**src/design/cee_pkg.sv**
```systemverilog
// Shared types and constants of the exception entry unit.
// Used by the channel interfaces, the controller, the datapath and the top level.
package cee_pkg;

	localparam logic [1:0] OP_RANGE_WRITE = 2'd0;
	localparam logic [1:0] OP_REFILL      = 2'd1;
	localparam logic [1:0] OP_GENERAL     = 2'd2;

	localparam logic [1:0] KIND_LOAD  = 2'd0;
	localparam logic [1:0] KIND_STORE = 2'd1;
	localparam logic [1:0] KIND_FETCH = 2'd2;

	localparam logic [4:0] EXC_TLB_LOAD  = 5'd2;
	localparam logic [4:0] EXC_TLB_STORE = 5'd3;

	localparam logic [31:0] VEC_GENERAL = 32'h8000_0180;
	localparam logic [31:0] VEC_REFILL  = 32'h8000_0000;
	localparam logic [31:0] CTX_KEEP    = 32'hFF80_000F;
	localparam logic [31:0] CTX_VPN     = 32'h007F_FFF0;
	localparam logic [31:0] HI_MASK     = 32'hFFFF_E000;
	localparam logic [31:0] BD_CLEAR    = 32'h7FFF_FFFF;
	localparam logic [1:0]  KSEG0_TOP   = 2'b10;

	typedef struct packed {
		logic [1:0]  operation;
		logic [31:0] address;
		logic [31:0] pc;
		logic [1:0]  branch_delay;
		logic [1:0]  access_kind;
		logic        exl_in;
		logic [31:0] cause_in;
		logic [5:0]  range_slot;
		logic [31:0] range_start;
		logic [31:0] range_end;
	} item_t;

	typedef struct packed {
		logic [31:0] new_pc;
		logic [31:0] epc;
		logic        epc_written;
		logic [31:0] cause;
		logic [31:0] bad_vaddr;
		logic [31:0] context_res;
		logic [31:0] entry_hi;
		logic        tlb_regs_written;
		logic        exl_out;
		logic        cancel_branch;
	} result_t;

	typedef struct packed {
		logic item_load;
		logic hit_clear;
		logic mem_write;
		logic rd_en;
		logic cmp_en;
		logic res_load;
	} ctrl_cmd_t;

	typedef struct packed {
		logic need_scan;
		logic res_busy;
	} dp_status_t;

endpackage

```
**src/design/cee_if.sv**
```systemverilog
// Valid/ready channel interfaces of the exception entry unit.
// Depends on cee_pkg for the item and result word types.
interface cee_item_if import cee_pkg::*; ();
	logic  valid;
	logic  ready;
	item_t data;
	modport source (output valid, output data, input ready);
	modport sink (input valid, input data, output ready);
endinterface

interface cee_result_if import cee_pkg::*; ();
	logic    valid;
	logic    ready;
	result_t data;
	modport source (output valid, output data, input ready);
	modport sink (input valid, input data, output ready);
endinterface

interface cee_cfg_if ();
	logic        valid;
	logic        ready;
	logic [31:0] data;
	modport source (output valid, output data, input ready);
	modport sink (input valid, input data, output ready);
endinterface

```
**src/design/cee_ctrl.sv**
```systemverilog
// Controller of the exception entry unit: sequences accept, range write, range scan and result load.
// Depends on cee_pkg for the command and status structs.
module cee_ctrl import cee_pkg::*; #(
	parameter int ENTRY_COUNT = 32,
	parameter int RW = (ENTRY_COUNT > 1) ? $clog2(ENTRY_COUNT) : 1
) (
	input  logic          clk,
	input  logic          arst_n,
	input  logic          item_valid,
	output logic          item_ready,
	input  dp_status_t    status,
	output ctrl_cmd_t     cmd,
	output logic [RW-1:0] rd_row
);

	localparam logic [2:0] S_IDLE   = 3'd0;
	localparam logic [2:0] S_EXEC   = 3'd1;
	localparam logic [2:0] S_SCAN   = 3'd2;
	localparam logic [2:0] S_DRAIN  = 3'd3;
	localparam logic [2:0] S_FINISH = 3'd4;

	localparam logic [RW-1:0] LAST_ROW = RW'(ENTRY_COUNT - 1);

	logic [2:0]    state_q, state_d;
	logic [RW-1:0] row_q, row_d;
	logic          cmp_q, cmp_d;

	assign item_ready = (state_q == S_IDLE);
	assign rd_row     = row_q;

	always_comb begin
		state_d = state_q;
		row_d   = row_q;
		cmp_d   = 1'b0;
		cmd     = '0;
		cmd.cmp_en = cmp_q;
		case (state_q)
			S_IDLE: begin
				if (item_valid) begin
					cmd.item_load = 1'b1;
					state_d       = S_EXEC;
				end
			end
			S_EXEC: begin
				cmd.hit_clear = 1'b1;
				row_d         = '0;
				if (status.need_scan) begin
					state_d = S_SCAN;
				end else begin
					cmd.mem_write = 1'b1;
					state_d       = S_FINISH;
				end
			end
			S_SCAN: begin
				cmd.rd_en = 1'b1;
				cmp_d     = 1'b1;
				if (row_q == LAST_ROW) begin
					state_d = S_DRAIN;
				end else begin
					row_d = row_q + 1'b1;
				end
			end
			S_DRAIN: begin
				state_d = S_FINISH;
			end
			S_FINISH: begin
				if (!status.res_busy) begin
					cmd.res_load = 1'b1;
					state_d      = S_IDLE;
				end
			end
			default: begin
				state_d = S_IDLE;
			end
		endcase
	end

	always_ff @(posedge clk or negedge arst_n) begin
		if (!arst_n) begin
			state_q <= S_IDLE;
			row_q   <= '0;
			cmp_q   <= 1'b0;
		end else begin
			state_q <= state_d;
			row_q   <= row_d;
			cmp_q   <= cmp_d;
		end
	end

endmodule

```
**src/design/cee_dp.sv**
```systemverilog
// Datapath of the exception entry unit: item register, range memory, range compare,
// result logic and output register. Depends on cee_pkg.
module cee_dp import cee_pkg::*; #(
	parameter int ENTRY_COUNT = 32,
	parameter int RW = (ENTRY_COUNT > 1) ? $clog2(ENTRY_COUNT) : 1
) (
	input  logic          clk,
	input  logic          arst_n,
	input  item_t         item_data,
	input  logic          cfg_valid,
	input  logic [31:0]   cfg_data,
	input  ctrl_cmd_t     cmd,
	input  logic [RW-1:0] rd_row,
	output dp_status_t    status,
	output logic          res_valid,
	input  logic          res_ready,
	output result_t       res_data
);

	localparam int SlotCount = 2 * ENTRY_COUNT;

	item_t       item_q;
	logic [31:0] ctx_q;
	logic        hit_q;
	result_t     res_q;
	logic        res_vld_q;

	// each row holds the even and odd range of one entry as {start, end}
	logic [1:0][63:0]                range_mem [ENTRY_COUNT];
	logic [ENTRY_COUNT-1:0][1:0]     row_vld_q;
	logic [1:0][63:0]                rd_data_s1;
	logic [1:0]                      rd_vld_s1;

	logic [6:0]    slot_ext;
	logic [RW-1:0] wr_row;
	logic          wr_ok;
	logic [1:0]    half_hit;
	logic          in_delay;
	logic          kseg;
	logic [31:0]   epc_base;
	logic [31:0]   epc_dec;
	result_t       res_d;

	assign slot_ext = 7'(item_q.range_slot);
	assign wr_row   = RW'(slot_ext >> 1);
	assign wr_ok    = cmd.mem_write && (item_q.operation == OP_RANGE_WRITE)
		&& (32'(slot_ext) < 32'(SlotCount));

	always_ff @(posedge clk) begin
		if (cmd.item_load) begin
			item_q <= item_data;
		end
		if (wr_ok) begin
			range_mem[wr_row][item_q.range_slot[0]] <= {item_q.range_start, item_q.range_end};
		end
		if (cmd.rd_en) begin
			rd_data_s1 <= range_mem[rd_row];
			rd_vld_s1  <= row_vld_q[rd_row];
		end
	end

	always_ff @(posedge clk or negedge arst_n) begin
		if (!arst_n) begin
			row_vld_q <= '0;
			ctx_q     <= '0;
			hit_q     <= 1'b0;
		end else begin
			if (wr_ok) begin
				row_vld_q[wr_row][item_q.range_slot[0]] <= 1'b1;
			end
			if (cfg_valid) begin
				ctx_q <= cfg_data;
			end
			if (cmd.hit_clear) begin
				hit_q <= 1'b0;
			end else if (cmd.cmp_en) begin
				hit_q <= hit_q | (|half_hit);
			end
		end
	end

	// a slot never written compares as start 0, end 0
	always_comb begin
		for (int h = 0; h < 2; h++) begin
			logic [31:0] lo, hi;
			lo = rd_vld_s1[h] ? rd_data_s1[h][63:32] : '0;
			hi = rd_vld_s1[h] ? rd_data_s1[h][31:0] : '0;
			half_hit[h] = (item_q.address >= lo) && (item_q.address <= hi);
		end
	end

	assign status.need_scan = (item_q.operation == OP_REFILL) && !item_q.exl_in;
	assign status.res_busy  = res_vld_q && !res_ready;

	assign in_delay = item_q.branch_delay[0];
	assign kseg     = (item_q.address[31:30] == KSEG0_TOP);
	assign epc_base = (item_q.access_kind == KIND_FETCH) ? item_q.address : item_q.pc;
	assign epc_dec  = {28'd0, in_delay && (item_q.access_kind != KIND_FETCH),
		in_delay != (item_q.access_kind != KIND_FETCH), 2'b00};

	always_comb begin
		res_d         = '0;
		res_d.exl_out = item_q.exl_in;
		case (item_q.operation)
			OP_REFILL: begin
				res_d.cause = {in_delay, 24'd0,
					(item_q.access_kind == KIND_STORE) ? EXC_TLB_STORE : EXC_TLB_LOAD, 2'b00};
				res_d.bad_vaddr        = item_q.address;
				res_d.context_res      = (ctx_q & CTX_KEEP) | ((item_q.address >> 9) & CTX_VPN);
				res_d.entry_hi         = item_q.address & HI_MASK;
				res_d.tlb_regs_written = 1'b1;
				res_d.exl_out          = 1'b1;
				res_d.cancel_branch    = (item_q.branch_delay != 2'd0);
				if (item_q.exl_in) begin
					res_d.new_pc = VEC_GENERAL;
				end else begin
					res_d.epc         = epc_base - epc_dec;
					res_d.epc_written = 1'b1;
					res_d.new_pc      = (kseg || hit_q) ? VEC_GENERAL : VEC_REFILL;
				end
			end
			OP_GENERAL: begin
				res_d.cause         = in_delay ? {1'b1, item_q.cause_in[30:0]}
					: (item_q.cause_in & BD_CLEAR);
				res_d.new_pc        = VEC_GENERAL;
				res_d.exl_out       = 1'b1;
				res_d.cancel_branch = (item_q.branch_delay != 2'd0);
				if (!item_q.exl_in) begin
					res_d.epc         = item_q.pc - {29'd0, in_delay, 2'b00};
					res_d.epc_written = 1'b1;
				end
			end
			default: begin
				res_d.exl_out = item_q.exl_in;
			end
		endcase
	end

	always_ff @(posedge clk) begin
		if (cmd.res_load) begin
			res_q <= res_d;
		end
	end

	always_ff @(posedge clk or negedge arst_n) begin
		if (!arst_n) begin
			res_vld_q <= 1'b0;
		end else if (cmd.res_load) begin
			res_vld_q <= 1'b1;
		end else if (res_ready) begin
			res_vld_q <= 1'b0;
		end
	end

	assign res_valid = res_vld_q;
	assign res_data  = res_q;

endmodule

```
**src/design/cpu_exception_entry.sv**
```systemverilog
// Top level of the exception entry unit: joins controller and datapath to the channels.
// Depends on cee_pkg, cee_if, cee_ctrl and cee_dp.
//
//   channel  dir  word
//   item     in   item_t: range write, refill or general exception
//   result   out  result_t: one word per item
//   cfg      in   32-bit Context register write, always ready
//
// Range write, general exception and refill with EXL set pass from accept to result without a scan.
// Refill with EXL clear scans the range memory one entry
// (even and odd range) per cycle through its single read port.
// Reset clears the range valid bits and Context at once; no clearing pass.
// A result waits in the output register while the next item is accepted and processed;
// that item's result is loaded only once the register is free, and no later item is accepted before.
module cpu_exception_entry import cee_pkg::*; #(
	parameter int ENTRY_COUNT = 32
) (
	input logic         clk,
	input logic         arst_n,
	cee_item_if.sink    item,
	cee_result_if.source result,
	cee_cfg_if.sink     cfg
);

	localparam int RW = (ENTRY_COUNT > 1) ? $clog2(ENTRY_COUNT) : 1;

	ctrl_cmd_t     cmd;
	dp_status_t    status;
	logic [RW-1:0] rd_row;

	assign cfg.ready = 1'b1;

	cee_ctrl #(
		.ENTRY_COUNT (ENTRY_COUNT),
		.RW          (RW)
	) u_ctrl (
		.clk        (clk),
		.arst_n     (arst_n),
		.item_valid (item.valid),
		.item_ready (item.ready),
		.status     (status),
		.cmd        (cmd),
		.rd_row     (rd_row)
	);

	cee_dp #(
		.ENTRY_COUNT (ENTRY_COUNT),
		.RW          (RW)
	) u_dp (
		.clk       (clk),
		.arst_n    (arst_n),
		.item_data (item.data),
		.cfg_valid (cfg.valid),
		.cfg_data  (cfg.data),
		.cmd       (cmd),
		.rd_row    (rd_row),
		.status    (status),
		.res_valid (result.valid),
		.res_ready (result.ready),
		.res_data  (result.data)
	);

endmodule
```
**src/flat_wrapper.sv**
```systemverilog
// flat-port wrapper written by rule: the top's interface ports become plain ports
module cpu_exception_entry_flat import cee_pkg::*;
#(
	parameter int ENTRY_COUNT = 32
)
  (clk, arst_n, item_valid, item_data, item_ready, result_valid, result_data, result_ready, cfg_valid, cfg_data, cfg_ready);
  cee_item_if item_i ();
  cee_result_if result_i ();
  cee_cfg_if cfg_i ();
  input logic clk;
  input logic arst_n;
  input wire logic [$bits(item_i.valid)-1:0] item_valid;
  input wire logic [$bits(item_i.data)-1:0] item_data;
  output wire logic [$bits(item_i.ready)-1:0] item_ready;
  output wire logic [$bits(result_i.valid)-1:0] result_valid;
  output wire logic [$bits(result_i.data)-1:0] result_data;
  input wire logic [$bits(result_i.ready)-1:0] result_ready;
  input wire logic [$bits(cfg_i.valid)-1:0] cfg_valid;
  input wire logic [$bits(cfg_i.data)-1:0] cfg_data;
  output wire logic [$bits(cfg_i.ready)-1:0] cfg_ready;
  assign item_i.valid = item_valid;
  assign item_i.data = item_data;
  assign item_ready = item_i.ready;
  assign result_valid = result_i.valid;
  assign result_data = result_i.data;
  assign result_i.ready = result_ready;
  assign cfg_i.valid = cfg_valid;
  assign cfg_i.data = cfg_data;
  assign cfg_ready = cfg_i.ready;
  cpu_exception_entry #(.ENTRY_COUNT(ENTRY_COUNT)) u_core (.clk(clk), .arst_n(arst_n), .item(item_i), .result(result_i), .cfg(cfg_i));
endmodule
```
**config.mk**
```make
export PLATFORM = sky130hd
export DESIGN_NAME = cpu_exception_entry_flat
export DESIGN_NICKNAME = d
export VERILOG_FILES = /design/src/design/cee_pkg.sv /design/src/design/cee_if.sv /design/src/design/cee_ctrl.sv /design/src/design/cee_dp.sv /design/src/design/cpu_exception_entry.sv /design/src/flat_wrapper.sv
export SDC_FILE = /design/constraint.sdc
export NUM_CORES = 2
export LEC_CHECK = 0
export BUFFER_PORTS_ARGS = -buffer_cell sky130_fd_sc_hd__buf_2
export CAP_MARGIN = 0
export CORE_MARGIN = 4
export CORE_UTILIZATION = 36
export CTS_CLUSTER_SIZE = 10
export DETAILED_ROUTE_END_ITERATION = 8
export SLEW_MARGIN = 20
export SYNTH_ARGS = -nofsm -noshare
export SYNTH_HDL_FRONTEND = slang
export SYNTH_SLANG_ARGS = --single-unit
```
**constraint.sdc**
```tcl
create_clock -name clk -period 6.9 [get_ports clk]
set_clock_uncertainty 0.15 [all_clocks]
set_input_delay 0.345 -clock clk [delete_from_list [all_inputs] [get_ports clk]]
set_output_delay 0.345 -clock clk [all_outputs]
set_load 0.005 [all_outputs]
```
# Yosys cells after proc, flatten, opt, wreduce, memory -nomap -nowiden
# Memories as Yosys holds them, arrays and structs flattened. A register that Yosys moved wholly into a read port is not among the register bits.
# Cells that the tools add are included.
# word_totals
reg_bits	477
mem_bits_rw	4096
inputBits	210
output_inout_bits	199
n_memories	1
# classes
addsub	3
order_cmp	10
eq_ne	16
mux	41
bitwise_logic	3
n_reduce_logical	22
# memory_table
memory	depth	width	rd	rd_clocked_by_memory_dff	write_ports	line	rtl
u_core.u_dp.range_mem	32	128	1	1	1	cee_dp.sv:29	logic [1:0][63:0] range_mem [ENTRY_COUNT];
# op_table
cell	n
97-bit case mux with 2 select lines	1
32-bit two-way mux	6
128-bit two-way mux	1
33-bit two-way mux	2
64-bit demux with 1-bit select	1
32-bit >= comparator	2
32-bit <= comparator	2
64-bit two-way mux	1
64-bit bitwise OR	1
32-bit by 23-bit bitwise OR with 32-bit output	1
32-bit by 3-bit subtractor with 32-bit output	1
32-bit by 4-bit subtractor with 32-bit output	1
9-bit two-way mux	2
3-bit case mux with 5 select lines	1
1-bit two-way mux	14
5-bit by 6-bit less-than comparator with 1-bit output, second input constant	2
3-bit two-way mux	4
2-bit binary-select mux with 5-bit select	1
2-bit demux with 5-bit select	1
2-bit inequality test, second input constant	5
5-bit case mux with 2 select lines	1
1-bit logical AND	9
2-bit nonzero test	4
6-bit by 7-bit less-than comparator with 1-bit output, second input constant	1
22 further kinds	30

# Logic depth before layout (Yosys ltp)
# depth
word_depth	8
mapped_depth	16
ltp_nobuf	12

# Cells and area by module
# A second synthesis with hierarchy kept.
# unflattened
hier_cells	7524
hier_area_um2	177527.8
# by_module_without_submodules
mod	instances	cells_each	area_per_inst_um2	seq_area_each_um2
cee_dp	1	7472	176994.8	137496.9
cee_ctrl	1	50	521.8	225.2
cpu_exception_entry	1	2	11.3	0.0

# Worst setup path after synthesis
# No wires, ideal clock.
# synth_path
kind	register to register
startpoint	register u_core.u_ctrl.state_q[2]
endpoint	register u_core.u_ctrl.cmp_q
setup_ps	696
arrival_ps	6295
setup_slack_ps	-241
stages_incl_launch_ff	4
n_path_buf	1
path_cell_list	dfrtp_1 > or2_2 > clkbuf_1 > nor2_1
# synth_rtl
item	line	rtl
start, declared	cee_ctrl.sv:24	logic [2:0] state_q, state_d;
start signal, assigned	cee_ctrl.sv:84	state_q <= state_d;
end signal, assigned	cee_ctrl.sv:86	cmp_q <= cmp_d;
end, declared	cee_ctrl.sv:26	logic cmp_q, cmp_d;

# Worst setup path after layout
# layout_path
startpoint	register u_core.u_dp.item_q[102] in the netlist's numbering
endpoint	memory u_core.u_dp.range_mem[28][65] in the netlist's numbering, enable pin
# layout_via
elab_chain_cells	8
# layout_lines
item	line	rtl
start, declared	cee_dp.sv:22	item_t item_q;
start signal, assigned	cee_dp.sv:51	item_q <= item_data;
1-bit logical NOT	-	
1-bit logical AND	cee_dp.sv:92	assign status.need_scan = (item_q.operation == OP_REFILL) && !item_q.exl_in;
1-bit two-way mux	cee_ctrl.sv:47	if (status.need_scan) begin
2-bit two-way mux	cee_ctrl.sv:37	case (state_q)
1-bit logical AND	cee_dp.sv:46	assign wr_ok = cmd.mem_write && (item_q.operation == OP_RANGE_WRITE)
1-bit logical AND	cee_dp.sv:47	&& (32'(slot_ext) < 32'(SlotCount));
1-bit two-way mux	cee_dp.sv:53	if (wr_ok) begin
128-bit two-way mux (not written as such)	cee_dp.sv:54	range_mem[wr_row][item_q.range_slot[0]] <= {item_q.range_start, item_q.range_end};
end, declared	cee_dp.sv:29	
# No other way between the ends.

==> impl_metrics.csv <==
group,metric,value,unit
routing,drt_first_iter_violations,10800,
global_routing,grt_start_max_net_pins,135,
global_routing,global_route.usage.total,19.0,%
job,timing.max_cap.violations,0,
clock_tree,clock_tree.buffer_depth,4,
finish,area.growth.synth_to_final,17.2,%
logic_synthesis,synthMostInstantiatedCell,"edfxtp_1",
power_and_ir_drop,report.power.total,69300,uW
worst_setup_path,largest_stage_delay_on_the_critical_path,0.97,ns
finish,multi_input_area,38400,sq um
worst_setup_path,r2r_end,"u_core.u_dp.range_mem[28][65]$_DFFE_PP_",
routing,vias_per_cell,5.61,
worst_setup_path,number_of_cells_traversed_by_the_worst_register_to_register_path,9,
logic_synthesis,synth.lib_cells_used.distinct,76,
worst_setup_path,reg2reg_from,"u_core.u_dp.item_q[102]$_DFFE_PP_",
floorplan,core_area,491000,sq um
worst_setup_path,worstPathMaxFanout,46,
worst_setup_path,timing_startpoint_of_the_critical_path,"u_core.u_dp.item_q[102]$_DFFE_PP_",
clock_tree,cts_tree,"built",
finish,final_nets,9054,
timing,setup_repair_after_global_routing_missed_its_margin,"false",
hold_path,min-delay-path-class,"in -> reg",
clock_tree,cts_buffers,538,
finish,n_fill_cell,41400,
floorplan,die-area,505000,sq um
floorplan,std_cell_rows,257,
worst_setup_path,path_delay_family,"simple AND/OR/NAND/NOR gates",
placement,hpwl,262000,microns
timing,slew_viol_final,0,
logic_synthesis,synth_seq_cells,4601,
logic_synthesis,synth-edff-count,4513,
floorplan,pin_count,409,
power_and_ir_drop,power.ir.vdd_worst,0.000279,V
clock_tree,post_cts_resize_count,0,
floorplan,initial_utilization,36.2,%
timing,postLayoutSetupSlackWorst,2.24,ns
worst_setup_path,crit_path_top_delay_cell,"buf_4",
timing,final-hold-violation-count,0,
global_routing,antenna_found_initial,42,
worst_setup_path,cp.arrival,5.16,ns
clock_tree,cts_max_level,6,
global_routing,globalRouteOverflowTotal,0,
floorplan,die_x,710,microns
worst_setup_path,worstSetupEndpointType,"flop",
clock_tree,tritoncts_num_sinks,4601,
logic_synthesis,syn_inst_count,7529,
global_routing,grt_first_pass_wirelength,683000,microns
worst_setup_path,critical_path.cell_chain,"nand2b_1 -> buf_4 -> nand2_1 -> or3_1 -> inv_1 -> nand2_1 -> buf_4 -> nor2_4 -> buf_4",
logic_synthesis,async_reset_ff_share,1.91,%
worst_setup_path,worstSetupStartpointType,"flop",
timing,timing.fmax,215,MHz
worst_setup_path,crit_required,7.40,ns
timing,final_period_minus_worst_setup_slack,4.66,ns
logic_synthesis,post-synth-top-area-fraction,76.3,%
clock_tree,clkLatencyLatePin,1.04,ns
timing,slew_headroom,16.0,%
logic_synthesis,synth_area_leaders,"edfxtp_1 76%, mux4_2 16%, dfrtp_1 1.2%",
outcome,outcome,"finished, final reports clean",
logic_synthesis,average_footprint_of_a_synthesized_cell,23.6,sq um
routing,detail_route.drc_violations,0,
timing,worstMarginPinSlew,1.26,ns
clock_tree,post_cts_setup_bufs,0,
placement,preCtsSetupSlack,2.31,ns
logic_synthesis,top_cell_type_by_total_area_after_synthesis,"edfxtp_1",
worst_setup_path,path_class,"reg -> reg",
logic_synthesis,sequential_fraction_of_the_synthesis_area,77.5,%
logic_synthesis,synth_top_flop_cell,"edfxtp_1",
worst_setup_path,worstSetupPathDepth,9,
routing,detail_route.wirelength,489000,microns
routing,drtAntennaViolNets,0,
placement,routability_congestion_estimate_from_global_placement,0.834,
logic_synthesis,synth_top_cells_by_count,"4,513 x edfxtp_1, 1,300 x mux4_2, 257 x clkbuf_1",
finish,drive_above_1_share,32.2,%
logic_synthesis,yosysWarningCount,0,
timing,setup-violations-final,0,
routing,detailedRoute.firstPassIterationCount,8,
worst_setup_path,endpoint,"u_core.u_dp.range_mem[28][65]$_DFFE_PP_",
floorplan,vert_die_dim,710,microns
placement,port_buffers,345,
clock_tree,ctsRootBufferMaster,"clkbuf_16",
timing,finalCritPeriodShare,67.5,%
clock_tree,clk_pin_slew_worst_paths,0.06,ns
timing,totalNegativeSetupSlack,0,ns
worst_setup_path,crit_buf_inv,4,
routing,dr_total_vias,86200,
power_and_ir_drop,power.density_cell_area,333,nW/um^2
worst_setup_path,setup.reg_to_reg.worst_slack,2.24,ns
routing,routed_wire_length_per_instance,31.8,microns
clock_tree,post_cts_hold_buffer_count,388,
power_and_ir_drop,leakage,0.0645,uW
logic_synthesis,synthesized_area,178000,sq um
finish,layout.area.seq,138000,sq um
global_routing,number_of_global_route_vias_before_repair,88400,
worst_setup_path,crit_path_frequent_cell,"buf_4",
==> worst min-delay path by stage <==
stage	from	to	slack, ns	cells after the start
after floorplan	arst_n	u_core.u_ctrl.cmp_q$_DFF_PN0_	-0.10	0
after global placement	arst_n	u_core.u_dp.ctx_q[24]$_DFFE_PN0P_	0.21	1
after detailed placement	arst_n	u_core.u_dp.ctx_q[24]$_DFFE_PN0P_	0.23	1
after CTS	cfg_valid	u_core.u_dp.ctx_q[31]$_DFFE_PN0P_	0.08	3
after global routing	cfg_valid	u_core.u_dp.ctx_q[25]$_DFFE_PN0P_	0.14	3
final	item_valid	u_core.u_ctrl.state_q[0]$_DFFE_PN0P_	0.18	4
==> report_power, final <==
| part | leakage (uW) | switching (uW) | internal, uW |
|---|---|---|---|
| clock | 0.00731 | 10600 | 14500 |
| combinational | 0.0153 | 6330 | 4170 |
| sequential | 0.0419 | 585 | 33100 |
==> worst min-delay path, cell delays in order <==
cell and delay [ns]:
dlygate4sd3_1 0.52, buf_2 0.21, mux2i_1 0.17, nor2_1 0.06
==> flip-flops by register name, indices dropped and copies added (netlist names) <==
register / count
u_core.u_ctrl.cmp_q: 1
u_core.u_ctrl.rd_row: 5
u_core.u_ctrl.state_q: 3
u_core.u_dp.ctx_q: 13
u_core.u_dp.hit_q: 1
u_core.u_dp.in_delay: 1
u_core.u_dp.item_q: 171
u_core.u_dp.range_mem: 4096
u_core.u_dp.rd_data_s1: 128
u_core.u_dp.rd_vld_s1: 2
u_core.u_dp.res_data: 115
u_core.u_dp.res_valid: 1
u_core.u_dp.row_vld_q: 64
==> layout by cell type, fill, tap and decap left out, drive strengths merged, types with 6 or more instances in the layout <==
| master | n |
|---|---|
| dlygate4sd3 | 387 |
| o21a | 7 |
| clkbuf | 653 |
| nor4 | 12 |
| and4 | 7 |
| ha | 138 |
| mux2 | 145 |
| a21oi | 56 |
| edfxtp | 4513 |
| clkinv | 35 |
| conb | 43 |
| nand4 | 22 |
| a221oi | 7 |
| nand3 | 20 |
| mux2i | 31 |
| nor2 | 129 |
| xor2 | 22 |
| o211ai | 6 |
| mux4 | 1300 |
| nand3b | 10 |
| or2 | 67 |
| o22ai | 27 |
| or3 | 12 |
| inv | 35 |
| nor3b | 6 |
| and3 | 33 |
| dfrtp | 88 |
| nor3 | 15 |
| xnor2 | 32 |
| nand2b | 12 |
| nor2b | 8 |
| a22oi | 8 |
| nand2 | 189 |
| o21ai | 26 |
| and2 | 64 |
| diode | 25 |
| a21o | 11 |
| buf | 653 |
==> layer usage <==
layer  vias up  track usage [%]  wire, microns
met5         -                0             31
met4         4             6.39          16700
met3       784             3.69          42700
met2      4295             30.5         234000
met1     47000             26.2         196000
li1      34200                -              -
==> stage by stage <==
step	utilization, %	area (sq um)	hold slack, ns	instances
after global placement	38.5	189000	0.215	14200
after CTS	42.4	208000	0.0835	15400
after detailed placement	38.6	189000	0.227	14300
after global routing	42.4	208000	0.141	15400
after floorplan	-	178000	-0.101	7570
final	42.4	208000	0.176	15400
==> area by class of cell <==
type	instances	area share [%]
well taps	6475	3.89
multi-input cells	2510	18.5
inverters	14	0.0252
diodes	25	0.0300
clock inverters	58	0.356
clock buffers	653	6.86
repair buffers	1040	4.24
flip-flops and latches	4601	66.1
==> cells by family after synthesis <==
family | synth area share, %
AND/OR/NAND/NOR | 1.80
buffers and inverters | 1.19
XOR/XNOR | 0.266
other | 0.00423
flip-flops | 77.5
AO/OA/AOI/OAI | 0.637
adder cells (fa/ha/maj) | 0.983
multiplexers | 17.6
Note: power is estimated with default switching activity, not from simulation.
